--- src/hdl/ndi_pkg.sv ---
// Shared types, codes and saturation helper for the Newton interpolation engine.
package ndi_pkg;

    localparam int DATA_W = 32;
    localparam int WIDE_W = DATA_W + 1;

    localparam logic [1:0] OP_CLEAR = 2'd0;
    localparam logic [1:0] OP_ADD   = 2'd1;
    localparam logic [1:0] OP_EVAL  = 2'd2;

    localparam logic [1:0] ST_OK   = 2'd0;
    localparam logic [1:0] ST_FULL = 2'd1;
    localparam logic [1:0] ST_DUP  = 2'd2;
    localparam logic [1:0] ST_SAT  = 2'd3;

    typedef struct packed {
        logic start;
        logic mul;
    } unit_req_t;

    typedef struct packed {
        logic              sat;
        logic [DATA_W-1:0] val;
    } clamp_t;

    function automatic clamp_t clamp_mag(input logic neg, input logic [WIDE_W-1:0] mag);
        clamp_t r;
        logic [WIDE_W-1:0] negv;
        negv = -mag;
        r.sat = 1'b0;
        if (neg)
        begin
            if (mag > {1'b0, 1'b1, {(DATA_W-1){1'b0}}})
            begin
                r.sat = 1'b1;
                r.val = {1'b1, {(DATA_W-1){1'b0}}};
            end
            else
            begin
                r.val = negv[DATA_W-1:0];
            end
        end
        else
        begin
            if (mag > {2'b00, {(DATA_W-1){1'b1}}})
            begin
                r.sat = 1'b1;
                r.val = {1'b0, {(DATA_W-1){1'b1}}};
            end
            else
            begin
                r.val = mag[DATA_W-1:0];
            end
        end
        return r;
    endfunction

endpackage

--- src/hdl/ndi_unit.sv ---
// Shared bit-serial unit: restoring divider and shift-add multiplier on magnitudes.
module ndi_unit #(
    parameter int FRAC_BITS = 16
) (
    input  logic                             clk,
    input  logic                             rst_n,
    input  ndi_pkg::unit_req_t               req,
    input  logic [ndi_pkg::WIDE_W-1:0]       a,
    input  logic [ndi_pkg::WIDE_W-1:0]       b,
    output logic                             done,
    output logic [ndi_pkg::WIDE_W-1:0]       mag
);

    localparam int WW    = ndi_pkg::WIDE_W;
    localparam int QW    = WW + FRAC_BITS;
    localparam int CNT_W = $clog2(QW + 1);
    localparam int ACC_W = 2 * WW;

    logic             busy_reg;
    logic             mul_reg;
    logic             done_reg;
    logic [CNT_W-1:0] cnt_reg;
    logic [ACC_W-1:0] acc_reg;
    logic [QW-1:0]    sh_reg;
    logic [WW-1:0]    opd_reg;

    logic [WW:0]      trial;
    logic             fits;
    logic [ACC_W-1:0] acc_step;

    assign trial    = {acc_reg[WW-1:0], sh_reg[QW-1]};
    assign fits     = trial >= {1'b0, opd_reg};
    assign acc_step = {acc_reg[ACC_W-2:0], 1'b0}
                      + (sh_reg[QW-1] ? {{WW{1'b0}}, opd_reg} : {ACC_W{1'b0}});

    always_ff @(posedge clk or negedge rst_n)
    begin
        if (!rst_n)
        begin
            busy_reg <= 1'b0;
            done_reg <= 1'b0;
            cnt_reg  <= '0;
            mul_reg  <= 1'b0;
        end
        else
        begin
            done_reg <= 1'b0;
            if (req.start)
            begin
                busy_reg <= 1'b1;
                mul_reg  <= req.mul;
                cnt_reg  <= req.mul ? CNT_W'(WW) : CNT_W'(QW);
            end
            else if (busy_reg)
            begin
                cnt_reg <= cnt_reg - 1'b1;
                if (cnt_reg == CNT_W'(1))
                begin
                    busy_reg <= 1'b0;
                    done_reg <= 1'b1;
                end
            end
        end
    end

    always_ff @(posedge clk)
    begin
        if (req.start)
        begin
            acc_reg <= '0;
            if (req.mul)
            begin
                opd_reg <= a;
                sh_reg  <= {b, {FRAC_BITS{1'b0}}};
            end
            else
            begin
                opd_reg <= b;
                sh_reg  <= {a, {FRAC_BITS{1'b0}}};
            end
        end
        else if (busy_reg)
        begin
            if (mul_reg)
            begin
                acc_reg <= acc_step;
                sh_reg  <= {sh_reg[QW-2:0], 1'b0};
            end
            else
            begin
                acc_reg[WW-1:0] <= fits ? trial[WW-1:0] - opd_reg : trial[WW-1:0];
                sh_reg          <= {sh_reg[QW-2:0], fits};
            end
        end
    end

    always_comb
    begin
        if (mul_reg)
            mag = (|acc_reg[ACC_W-1:WW+FRAC_BITS]) ? {WW{1'b1}}
                                                   : acc_reg[WW+FRAC_BITS-1:FRAC_BITS];
        else
            mag = (|sh_reg[QW-1:WW]) ? {WW{1'b1}} : sh_reg[WW-1:0];
    end

    assign done = done_reg;

endmodule

--- src/hdl/newton_divided_difference_interp_top.sv ---
// Newton divided-difference interpolation engine, top level with sequencer and tables.
// Add scans the table for a duplicate x, then runs the divided-difference divides; evaluate
// runs a Horner loop of multiplies; both use the one shared bit-serial unit. One transaction
// at a time; s_tready is high only while the sequencer is idle, from the cycle after the
// result is registered, later while m_tready holds the last result.
// rst_n asynchronously empties the table and clears m_tvalid; table memories keep contents.
module newton_divided_difference_interp_top #(
    parameter int MAX_POINTS = 16,
    parameter int FRAC_BITS  = 16
) (
    input  logic clk,
    input  logic rst_n,
    input  logic        s_tvalid,
    output logic        s_tready,
    input  logic [63:0] s_tdata,   // x_value[31:0], y_value[63:32]
    input  logic [1:0]  s_tuser,   // opcode[1:0]
    output logic        m_tvalid,
    input  logic        m_tready,
    // result_value[31:0], point_count above, zero pad
    output logic [((32 + $clog2(MAX_POINTS + 1) + 7) / 8) * 8 - 1:0] m_tdata,
    output logic [1:0]  m_tuser    // status[1:0]
);

    localparam int DW = ndi_pkg::DATA_W;
    localparam int WW = ndi_pkg::WIDE_W;
    localparam int CW = $clog2(MAX_POINTS + 1);
    localparam int AW = $clog2(MAX_POINTS);
    localparam int OW = ((DW + CW + 7) / 8) * 8;

    localparam logic [3:0] S_IDLE    = 4'd0;
    localparam logic [3:0] S_DUP_RD  = 4'd1;
    localparam logic [3:0] S_DUP_CMP = 4'd2;
    localparam logic [3:0] S_ADD_RD  = 4'd3;
    localparam logic [3:0] S_ADD_LD  = 4'd4;
    localparam logic [3:0] S_ADD_WT  = 4'd5;
    localparam logic [3:0] S_ADD_FIN = 4'd6;
    localparam logic [3:0] S_EV_RD0  = 4'd7;
    localparam logic [3:0] S_EV_LD0  = 4'd8;
    localparam logic [3:0] S_EV_RD   = 4'd9;
    localparam logic [3:0] S_EV_LD   = 4'd10;
    localparam logic [3:0] S_EV_WT   = 4'd11;
    localparam logic [3:0] S_DONE    = 4'd12;

    logic [3:0]    state_reg, state_next;
    logic [CW-1:0] cnt_reg, cnt_next;
    logic [CW-1:0] idx_reg, idx_next;
    logic          sat_reg, sat_next;
    logic          neg_reg, neg_next;
    logic [DW-1:0] xin_reg, xin_next;
    logic [DW-1:0] cur_reg, cur_next;
    logic [DW-1:0] c_reg, c_next;
    logic [DW-1:0] fin_val_reg, fin_val_next;
    logic [1:0]    fin_st_reg, fin_st_next;
    logic          m_tvalid_reg;
    logic [OW-1:0] m_tdata_reg;
    logic [1:0]    m_tuser_reg;

    logic [DW-1:0] xs_mem [MAX_POINTS];
    logic [DW-1:0] ad_mem [MAX_POINTS];
    logic [DW-1:0] cf_mem [MAX_POINTS];
    logic [DW-1:0] xs_rdata, ad_rdata, cf_rdata;
    logic [AW-1:0] xs_raddr, ad_raddr, cf_raddr, ad_waddr;
    logic          xs_we, ad_we, cf_we;
    logic [DW-1:0] ad_wdata;

    logic [CW-1:0] idx_m1, cnt_m1, cnt_mi;
    logic [WW-1:0] num, den, dif, num_mag, den_mag, cur_mag, dif_mag, cur_w;
    logic [WW-1:0] sum;

    ndi_pkg::unit_req_t req;
    logic [WW-1:0]      op_a, op_b, u_mag;
    logic               u_done;
    ndi_pkg::clamp_t    cl;

    ndi_unit #(.FRAC_BITS(FRAC_BITS)) u_unit (
        .clk   (clk),
        .rst_n (rst_n),
        .req   (req),
        .a     (op_a),
        .b     (op_b),
        .done  (u_done),
        .mag   (u_mag)
    );

    assign idx_m1 = idx_reg - 1'b1;
    assign cnt_m1 = cnt_reg - 1'b1;
    assign cnt_mi = cnt_reg - idx_reg;

    assign cur_w   = {cur_reg[DW-1], cur_reg};
    assign num     = cur_w - {ad_rdata[DW-1], ad_rdata};
    assign den     = {xin_reg[DW-1], xin_reg} - {xs_rdata[DW-1], xs_rdata};
    assign dif     = den;
    assign num_mag = num[WW-1] ? -num : num;
    assign den_mag = den[WW-1] ? -den : den;
    assign dif_mag = den_mag;
    assign cur_mag = cur_w[WW-1] ? -cur_w : cur_w;
    assign cl      = ndi_pkg::clamp_mag(neg_reg, u_mag);
    assign sum     = {c_reg[DW-1], c_reg} + {cl.val[DW-1], cl.val};

    always_comb
    begin
        xs_raddr = '0;
        ad_raddr = idx_m1[AW-1:0];
        cf_raddr = idx_m1[AW-1:0];
        case (state_reg)
            S_DUP_RD: xs_raddr = idx_reg[AW-1:0];
            S_ADD_RD: xs_raddr = cnt_mi[AW-1:0];
            S_EV_RD0: cf_raddr = cnt_m1[AW-1:0];
            S_EV_RD:  xs_raddr = idx_m1[AW-1:0];
            default:  xs_raddr = '0;
        endcase
    end

    always_ff @(posedge clk)
    begin
        if (xs_we)
            xs_mem[cnt_reg[AW-1:0]] <= xin_reg;
        if (ad_we)
            ad_mem[ad_waddr] <= ad_wdata;
        if (cf_we)
            cf_mem[cnt_reg[AW-1:0]] <= cur_reg;
        xs_rdata <= xs_mem[xs_raddr];
        ad_rdata <= ad_mem[ad_raddr];
        cf_rdata <= cf_mem[cf_raddr];
    end

    always_comb
    begin
        state_next   = state_reg;
        cnt_next     = cnt_reg;
        idx_next     = idx_reg;
        sat_next     = sat_reg;
        neg_next     = neg_reg;
        xin_next     = xin_reg;
        cur_next     = cur_reg;
        c_next       = c_reg;
        fin_val_next = fin_val_reg;
        fin_st_next  = fin_st_reg;
        xs_we        = 1'b0;
        ad_we        = 1'b0;
        cf_we        = 1'b0;
        ad_waddr     = idx_m1[AW-1:0];
        ad_wdata     = cur_reg;
        req          = '0;
        op_a         = num_mag;
        op_b         = den_mag;
        case (state_reg)
            S_IDLE:
            begin
                if (s_tvalid)
                begin
                    xin_next     = s_tdata[31:0];
                    cur_next     = s_tdata[63:32];
                    sat_next     = 1'b0;
                    fin_val_next = '0;
                    fin_st_next  = ndi_pkg::ST_OK;
                    state_next   = S_DONE;
                    case (s_tuser)
                        ndi_pkg::OP_CLEAR: cnt_next = '0;
                        ndi_pkg::OP_ADD:
                        begin
                            if (cnt_reg >= CW'(MAX_POINTS))
                                fin_st_next = ndi_pkg::ST_FULL;
                            else if (cnt_reg == '0)
                            begin
                                idx_next   = CW'(1);
                                state_next = S_ADD_RD;
                            end
                            else
                            begin
                                idx_next   = '0;
                                state_next = S_DUP_RD;
                            end
                        end
                        ndi_pkg::OP_EVAL:
                        begin
                            if (cnt_reg != '0)
                                state_next = S_EV_RD0;
                        end
                        default: state_next = S_DONE;
                    endcase
                end
            end
            S_DUP_RD: state_next = S_DUP_CMP;
            S_DUP_CMP:
            begin
                if (xs_rdata == xin_reg)
                begin
                    fin_st_next = ndi_pkg::ST_DUP;
                    state_next  = S_DONE;
                end
                else if (idx_reg + 1'b1 == cnt_reg)
                begin
                    idx_next   = CW'(1);
                    state_next = S_ADD_RD;
                end
                else
                begin
                    idx_next   = idx_reg + 1'b1;
                    state_next = S_DUP_RD;
                end
            end
            S_ADD_RD: state_next = (idx_reg > cnt_reg) ? S_ADD_FIN : S_ADD_LD;
            S_ADD_LD:
            begin
                req.start  = 1'b1;
                neg_next   = num[WW-1] ^ den[WW-1];
                ad_we      = 1'b1;
                state_next = S_ADD_WT;
            end
            S_ADD_WT:
            begin
                if (u_done)
                begin
                    cur_next   = cl.val;
                    sat_next   = sat_reg | cl.sat;
                    idx_next   = idx_reg + 1'b1;
                    state_next = S_ADD_RD;
                end
            end
            S_ADD_FIN:
            begin
                xs_we       = 1'b1;
                ad_we       = 1'b1;
                cf_we       = 1'b1;
                ad_waddr    = cnt_reg[AW-1:0];
                cnt_next    = cnt_reg + 1'b1;
                fin_st_next = sat_reg ? ndi_pkg::ST_SAT : ndi_pkg::ST_OK;
                state_next  = S_DONE;
            end
            S_EV_RD0: state_next = S_EV_LD0;
            S_EV_LD0:
            begin
                cur_next   = cf_rdata;
                idx_next   = cnt_m1;
                state_next = S_EV_RD;
            end
            S_EV_RD:
            begin
                if (idx_reg == '0)
                begin
                    fin_val_next = cur_reg;
                    fin_st_next  = sat_reg ? ndi_pkg::ST_SAT : ndi_pkg::ST_OK;
                    state_next   = S_DONE;
                end
                else
                    state_next = S_EV_LD;
            end
            S_EV_LD:
            begin
                req.start  = 1'b1;
                req.mul    = 1'b1;
                op_a       = cur_mag;
                op_b       = dif_mag;
                neg_next   = cur_reg[DW-1] ^ dif[WW-1];
                c_next     = cf_rdata;
                state_next = S_EV_WT;
            end
            S_EV_WT:
            begin
                if (u_done)
                begin
                    sat_next = sat_reg | cl.sat;
                    if (sum[WW-1] && !sum[DW-1])
                    begin
                        cur_next = {1'b1, {(DW-1){1'b0}}};
                        sat_next = 1'b1;
                    end
                    else if (!sum[WW-1] && sum[DW-1])
                    begin
                        cur_next = {1'b0, {(DW-1){1'b1}}};
                        sat_next = 1'b1;
                    end
                    else
                        cur_next = sum[DW-1:0];
                    idx_next   = idx_m1;
                    state_next = S_EV_RD;
                end
            end
            S_DONE:
            begin
                if (!m_tvalid_reg || m_tready)
                    state_next = S_IDLE;
            end
            default: state_next = S_IDLE;
        endcase
    end

    always_ff @(posedge clk or negedge rst_n)
    begin
        if (!rst_n)
        begin
            state_reg    <= S_IDLE;
            cnt_reg      <= '0;
            m_tvalid_reg <= 1'b0;
        end
        else
        begin
            state_reg <= state_next;
            cnt_reg   <= cnt_next;
            if (state_reg == S_DONE && (!m_tvalid_reg || m_tready))
                m_tvalid_reg <= 1'b1;
            else if (m_tready)
                m_tvalid_reg <= 1'b0;
        end
    end

    always_ff @(posedge clk)
    begin
        idx_reg     <= idx_next;
        sat_reg     <= sat_next;
        neg_reg     <= neg_next;
        xin_reg     <= xin_next;
        cur_reg     <= cur_next;
        c_reg       <= c_next;
        fin_val_reg <= fin_val_next;
        fin_st_reg  <= fin_st_next;
        if (state_reg == S_DONE && (!m_tvalid_reg || m_tready))
        begin
            m_tdata_reg <= {{(OW - DW - CW){1'b0}}, cnt_reg, fin_val_reg};
            m_tuser_reg <= fin_st_reg;
        end
    end

    assign s_tready = (state_reg == S_IDLE);
    assign m_tvalid = m_tvalid_reg;
    assign m_tdata  = m_tdata_reg;
    assign m_tuser  = m_tuser_reg;

endmodule
--- config.mk ---
export PLATFORM = sky130hd
export DESIGN_NAME = newton_divided_difference_interp_top
export DESIGN_NICKNAME = d
export VERILOG_FILES = /design/src/hdl/ndi_pkg.sv /design/src/hdl/ndi_unit.sv /design/src/hdl/newton_divided_difference_interp_top.sv
export SDC_FILE = /design/constraint.sdc
export NUM_CORES = 2
export LEC_CHECK = 0
export ABC_AREA = 1
export BUFFER_PORTS_ARGS = -buffer_cell sky130_fd_sc_hd__buf_2
export CORE_MARGIN = 2
export CORE_UTILIZATION = 25
export DETAILED_ROUTE_END_ITERATION = 7
export PLACE_DENSITY = 0.49
export SYNTH_ARGS = -nofsm -noshare
export SYNTH_HDL_FRONTEND = slang
export SYNTH_SLANG_ARGS = --single-unit
--- constraint.sdc ---
create_clock -name clk -period 9 [get_ports clk]
set_clock_uncertainty 0.05 [all_clocks]
set_input_delay 0 -clock clk [delete_from_list [all_inputs] [get_ports clk]]
set_output_delay 0 -clock clk [all_outputs]
set_load 0.01 [all_outputs]
* Word level (Yosys, flattened, before mapping)
Memories as Yosys holds them, arrays and structs flattened. A register that Yosys moved wholly into a read port is not among the register bits.
Cells that the tools add are included.
Widths: inputs -> output; s select.
** Cells by class
- Add/subtract/negate cells :: 15
- Bitwise logic cells :: 3
- Order comparisons :: 5
- Multiplexer cells :: 90
- Equality and inequality tests :: 27
- Reduce and logical (&&, ||, !) cells :: 34
** Operators by type and width (number)
- $mux 33 :: 12
- $mux 32 :: 9
- $mux 49 :: 3
- $pmux 32 s4 :: 1
- $neg 33->33 :: 3
- $add 66x66->66 :: 1
- $sub 32x32->33 :: 2
- $pmux 32 s2 :: 1
- $pmux 4 s13 :: 1
- $mux 5 :: 10
- $mux 4 :: 9
- $ge 34x33->1 :: 1
- $add 32x32->33 :: 1
- $gt 33x31->1 const B :: 1
- $gt 33x32->1 const B :: 1
- $sub 33x33->33 :: 1
- $eq 32x32->1 :: 1
- $neg 32->32 :: 1
- $mux 1 :: 27
- $pmux 5 s5 :: 1
- $eq 4x4->1 const B :: 5
- $reduce_or 17->1 :: 1
- $eq 4x3->1 const B :: 4
- $reduce_and 4->1 :: 4
- 40 further kinds :: 73
** Word-level totals
- Input bits :: 70
- Logic and storage cells :: 198
- Output and inout port bits :: 44
- Bits in writable memories :: 1536
- Memories kept :: 3
- Flip-flop bits (word level) :: 343
** Memory list
- ad_mem :: depth 16, width 32, read ports 1, clocked after memory_dff 1, wr ports 1, RTL line newton_divided_difference_interp_top.sv:59 : logic [DW-1:0] ad_mem [MAX_POINTS];
- cf_mem :: depth 16, width 32, read ports 1, clocked after memory_dff 1, wr ports 1, RTL line newton_divided_difference_interp_top.sv:60 : logic [DW-1:0] cf_mem [MAX_POINTS];
- xs_mem :: depth 16, width 32, read ports 1, clocked after memory_dff 1, wr ports 1, RTL line newton_divided_difference_interp_top.sv:58 : logic [DW-1:0] xs_mem [MAX_POINTS];

* Logic depth before layout (Yosys ltp)
- Depth in word-level cells :: 13
- Depth in mapped cells :: 37
- Mapped depth without buffers :: 32

* Modules after synthesis
A second synthesis with hierarchy kept.
** Unflattened totals
- Cell total of the unflattened synthesis :: 9732
- Area total of the unflattened synthesis :: 95290.1 µm²
** Modules (own cells, without submodules)
- newton_divided_difference_interp_top :: cells each 7347, area each 80927.6 µm², times used 1
- ndi_unit :: cells each 2385, area each 14362.5 µm², times used 1

* Worst setup path after synthesis
No wires, ideal clock.
- Kind :: register -> register
- From :: reg u_unit.sh_reg[48]
- To :: reg cur_reg[28], in the netlist ad_wdata[28], data pin
- Stages on the path, launching flop included :: 33
- Setup slack :: 4.272 ns
- Library setup time :: 0.264 ns
- Clock period less this slack :: 4.728 ns
- Data arrival time :: 4.414 ns
- Cell sequence :: edfxtp_1 buf_6 nor2_1 nand4_1 nor2_4 buf_6 buf_4 nand2_1 o21ai_1 nand4_1 nor2_4 nand3_4 nand2_2 nor2_2 a21oi_1 ha_1 inv_1 fa_1 nor3_1 nor2_1 o21bai_1 nand2_1 nand2_1 nand4_1 nand2_1 nand2_1 nand2_1 nor2_2 inv_1 buf_2 nand3_1 a21boi_0 nand3_1
** Between the ends
- Cells in the longest elaborated chain, start to end :: 13
- Elaborated cells on any way between the ends :: 19
** RTL lines
- start, declared :: RTL line ndi_unit.sv:24 : logic [QW-1:0] sh_reg;
- start signal, assigned :: RTL line ndi_unit.sv:74 : sh_reg <= {b, {FRAC_BITS{1'b0}}};
- start signal, assigned :: RTL line ndi_unit.sv:79 : sh_reg <= {a, {FRAC_BITS{1'b0}}};
- start signal, assigned :: RTL line ndi_unit.sv:87 : sh_reg <= {sh_reg[QW-2:0], 1'b0};
- $reduce_or 16->1 * :: RTL line ndi_unit.sv:103 : mag = (|sh_reg[QW-1:WW]) ? {WW{1'b1}} : sh_reg[WW-1:0];
- $mux 33 * :: RTL line ndi_unit.sv:103
- $mux 33 * :: RTL line ndi_unit.sv:99 : if (mul_reg)
- $neg 32->32 (tied with other cells) :: RTL line ndi_pkg.sv:29 : negv = -mag;
- $mux 32, on equally long branches :: RTL line ndi_pkg.sv:33, ndi_pkg.sv:45
- $mux 33 * :: RTL line ndi_pkg.sv:31 : if (neg)
- $add 32x32->33 :: RTL line newton_divided_difference_interp_top.sv:98 : assign sum = {c_reg[DW-1], c_reg} + {cl.val[DW-1], cl.val};
- $logic_not 1->1 :: RTL line newton_divided_difference_interp_top.sv:269 : else if (!sum[WW-1] && sum[DW-1])
- $logic_and 1x1->1 :: RTL line newton_divided_difference_interp_top.sv:269
- $mux 32 :: RTL line newton_divided_difference_interp_top.sv:269
- $mux 32 :: RTL line newton_divided_difference_interp_top.sv:264 : if (sum[WW-1] && !sum[DW-1])
- $mux 32 :: RTL line newton_divided_difference_interp_top.sv:261 : if (u_done)
- $pmux 32 s4 * :: RTL line newton_divided_difference_interp_top.sv:147 : case (state_reg)
- net cur_next[28] :: RTL line newton_divided_difference_interp_top.sv:50 : logic [DW-1:0] cur_reg, cur_next;
- end signal, assigned :: RTL line newton_divided_difference_interp_top.sv:314 : cur_reg <= cur_next;
- end, declared :: RTL line newton_divided_difference_interp_top.sv:50
The timed path passes the listed nets; every way through them passes the cells marked *. The select of a mux whose other input is x is not followed.
A chain may end at the register's enable or synchronous reset.

* Worst setup path in the final report
- From :: reg u_unit.acc_reg[49]
- To :: reg cur_reg[23], in the netlist ad_wdata[23], data pin
** Between the ends
- Cells in the longest elaborated chain, start to end :: 13
- Elaborated cells on any way between the ends :: 19
** RTL lines
- start, declared :: RTL line ndi_unit.sv:23 : logic [ACC_W-1:0] acc_reg;
- start signal, assigned :: RTL line ndi_unit.sv:86 : acc_reg <= acc_step;
- start signal, assigned by index :: RTL line ndi_unit.sv:91 : acc_reg[WW-1:0] <= fits ? trial[WW-1:0] - opd_reg : trial[WW-1:0];
- $reduce_or 17->1 * :: RTL line ndi_unit.sv:100 : mag = (|acc_reg[ACC_W-1:WW+FRAC_BITS]) ? {WW{1'b1}}
- $mux 33 * :: RTL line ndi_unit.sv:100
- $mux 33 * :: RTL line ndi_unit.sv:99
- $neg 32->32 (tied with other cells) :: RTL line ndi_pkg.sv:29
- $mux 32, on equally long branches :: RTL line ndi_pkg.sv:33, ndi_pkg.sv:45
- $mux 33 * :: RTL line ndi_pkg.sv:31
- $add 32x32->33 :: RTL line newton_divided_difference_interp_top.sv:98
- $logic_not 1->1 :: RTL line newton_divided_difference_interp_top.sv:269
- $logic_and 1x1->1 :: RTL line newton_divided_difference_interp_top.sv:269
- $mux 32 :: RTL line newton_divided_difference_interp_top.sv:269
- $mux 32 :: RTL line newton_divided_difference_interp_top.sv:264
- $mux 32 :: RTL line newton_divided_difference_interp_top.sv:261
- $pmux 32 s4 * :: RTL line newton_divided_difference_interp_top.sv:147
- net cur_next[23] :: RTL line newton_divided_difference_interp_top.sv:50
Marked as above.

==> summary.txt <==
Die
  • IO Count: 114
  • # rows: 224
  • Initial core utilization: 0.251
  • Die area: 379,000 um2
  • Width of the die: 616 um
  • Die height: 616 um
  • CORE AREA: 372,000 um2

Worst setup path
  • Top delay family on crit path: simple AND/OR/NAND/NOR gates
  • Critical path class: reg2reg
  • Crit end category: flop
  • Largest incremental delay on the critical path: 0.73 ns
  • CP max stage cell: and2_1
  • Crit path buffers/inverters: 1
  • CP startpoint kind: flop
  • Crit-path max FO: 46
  • Worst EP arrival: 7.69 ns
  • Cell mode on critical path: nand2_1
  • CP Data Required Time: 9.61 ns

Timing
  • Post-route clock period utilization: 0.786
  • Worst slew pin tran: 1.29 ns
  • Final hold vios: 0
  • Setup TNS: 0 ns
  • Min Tclk post-route: 7.08 ns
  • Slew margin rel.: 0.132
  • RSZ-0062 raised after global routing: false
  • FMAX: 141 MHz
  • Final Max Slew Viols: 0
  • Setup Viol. Count Final: 0

Synth
  • Cell taking the most area after synthesis: edfxtp_1
  • Seq/Total Area, Yosys: 0.615
  • Synth Warn #: 0
  • Mapped Cells: 9,329
  • Synth unique cells: 61
  • Synth top cells by count: 1,794 x edfxtp_1, 1,555 x nand2_1, 1,088 x nor2_1
  • Synth top area cells: edfxtp_1 58%, nand2_1 6.2%, o21ai_0 5.8%
  • Mean Syn Cell Area: 10.0 um2
  • Number of flops mapped to enable cells by yosys: 1,794
  • Asr flop ratio synth: 0.00962
  • Top cell type's share of synthesized area: 0.575
  • Mapped cell area: 93,600 um2
  • Top-count cell post-synth: edfxtp_1
  • #FFs+latches synth: 1,975
  • Synth Flop Type: edfxtp_1

Layout
  • Nets@finish: 9,741
  • Multi-input gate area: 30,800 um2
  • Share of layout cells above drive strength 1: 0.0726
  • Filler instances: 38,700
  • Synth-to-layout area growth: 15.5%
  • Reg area: 57,600 um2

Place
  • RD Place Congestion: 0.917
  • I/O Buffers: 110
  • HPWL Detailed: 207,000 um

Clock tree
  • # resized after CTS: 0
  • Clock net sink count: 1,975
  • Num CTS Buffers: 207
  • CTS Hold Bufs: 107
  • CTS tree: done
  • Setup bufs post-CTS: 0
  • Clock Latency Late Sink: 0.93 ns
  • H-Tree Depth: 4
  • Clock transition at path regs: 0.07 ns
  • Root Buffer: clkbuf_16
  • Clock Path Buffers: 4

Global route
  • GRT Util Overall: 0.164
  • Pin count of the biggest net entering global routing: 216
  • Number of global-route vias before repair: 66,800
  • Initial antenna violation count: 18
  • First-pass GRT wire length: 466,000 um
  • Global route overflow: 0

Detailed routing
  • Vias: 69,400
  • Routed len/inst: 22.0 um
  • WL final: 322,000 um
  • Via density: 4.75
  • Drt drc: 0
  • Initial drt markers: 6,293
  • TritonRoute pass-1 iters: 6
  • Post-DRT Antenna Nets: 0

Run status
  • Outcome: finished, final reports clean

Pwr
  • Power per cell area: 412 nW/um2
  • Worst vdd ir: 0.327 mV
  • Leak pwr: 39.6 nW
  • Pwr Total: 44.6 mW

Run
  • MaxCap Viol Count: 0

Worst hold path
  • Worst hold path type: in2reg
-- worst reg2reg max path, delay by kind of cell (launching register included) --
| family | cells | cell delay, ns |
|---|---|---|
| simple gates | 22 | 4.53 |
| compound gates | 3 | 0.82 |
| fa+ha+maj | 1 | 0.53 |
| flops | 1 | 0.37 |
| buf+inv | 1 | 0.59 |
-- power by group --
part	total (mW)	switching (mW)	leakage, nW	internal [mW]
sequential	13.4	1.06	17.9	12.3
clock	8.66	3.70	3.32	4.96
combinational	22.5	16.3	18.4	6.20
-- cell type report --
class                           count  area share
Timing Repair Buffer              365      0.0259
Multi-Input combinational cell   5892       0.285
Inverter                         1039      0.0364
Tap cell                         4972      0.0575
Sequential cell                  1975       0.533
Clock inverter                     97     0.00883
Clock buffer                      282      0.0535
Antenna cell                        3   0.0000694
-- cells in the final DEF (no fill, tap or decap), types with 21 or more instances in the layout --
master         count
nand2_1         1554
clkinv_2          44
buf_2            110
nor2_1          1049
nand3_1          474
nand4_1           84
nor3_1            76
o21ai_1           21
edfxtp_1        1794
dlygate4sd3_1    106
nand3b_1          32
nor4_1            21
clkbuf_1          46
ha_1             184
a31oi_1           24
inv_1           1015
dfxtp_1          162
mux2i_1           34
xor2_1            89
buf_4            143
o221ai_1         244
xnor2_1           45
a21oi_1          416
o21ai_0         1085
o22ai_1           90
clkbuf_8          24
o211ai_1         126
nor2_4            41
clkbuf_16        211
-- logic make-up (layout without fill, tap and decap cells) --
kind of cell             Yosys count  after routing  synth area share
AO/OA/AOI/OAI                   2135           2135             0.132
multiplexers                      34             34           0.00363
AND/OR/NAND/NOR                 3393           3393             0.150
flip-flops                      1975           1975             0.615
XOR/XNOR                         136            136            0.0128
adder cells (fa/ha/maj)          191            191            0.0260
buffers and inverters           1464           1783            0.0602
other                              1              6         0.0000401
-- metal layers --
layer | global-route usage | vias to the layer above | wire (um) | share of wire
met5 | 0 | - | 0 | 0
met4 | 0.0640 | 0 | 14000 | 0.044
met3 | 0.0159 | 435 | 15600 | 0.049
met2 | 0.276 | 2000 | 152000 | 0.47
met1 | 0.217 | 34000 | 140000 | 0.44
li1 | - | 33000 | - | -
-- worst paths after layout --
| kind | startpoint | endpoint | slack [ns] | cells after the start |
|---|---|---|---|---|
| worst min register to register | fin_val_reg[15] | m_tdata[15] | 0.35 | 0 |
| max in group asynchronous | rst_n | cnt_reg[0] | 8.31 | 4 |
| worst max-delay path | u_unit.acc_reg[49] | ad_wdata[23] | 1.92 | 27 |
| worst max register to register | u_unit.acc_reg[49] | ad_wdata[23] | 1.92 | 27 |
| worst min-delay path | s_tdata[38] | ad_wdata[6] | 0.14 | 4 |
| min in group asynchronous | rst_n | u_unit.mul_reg | 0.33 | 4 |
-- metrics by stage --
step | instances | setup slack [ns] | util | instance area (um2) | hold WS (ns)
after global placement | 14100 | 2.11 | 0.269 | 100000 | 0.0358
final | 14600 | 1.92 | 0.290 | 108000 | 0.137
after floorplan | 9331 | 4.27 | - | 93600 | -0.346
after global routing | 14600 | 1.29 | 0.290 | 108000 | 0.114
after detailed placement | 14100 | 2.06 | 0.269 | 100000 | 0.0271
after CTS | 14600 | 1.97 | 0.290 | 108000 | 0.0687
Power figures use the tool's default switching activity.
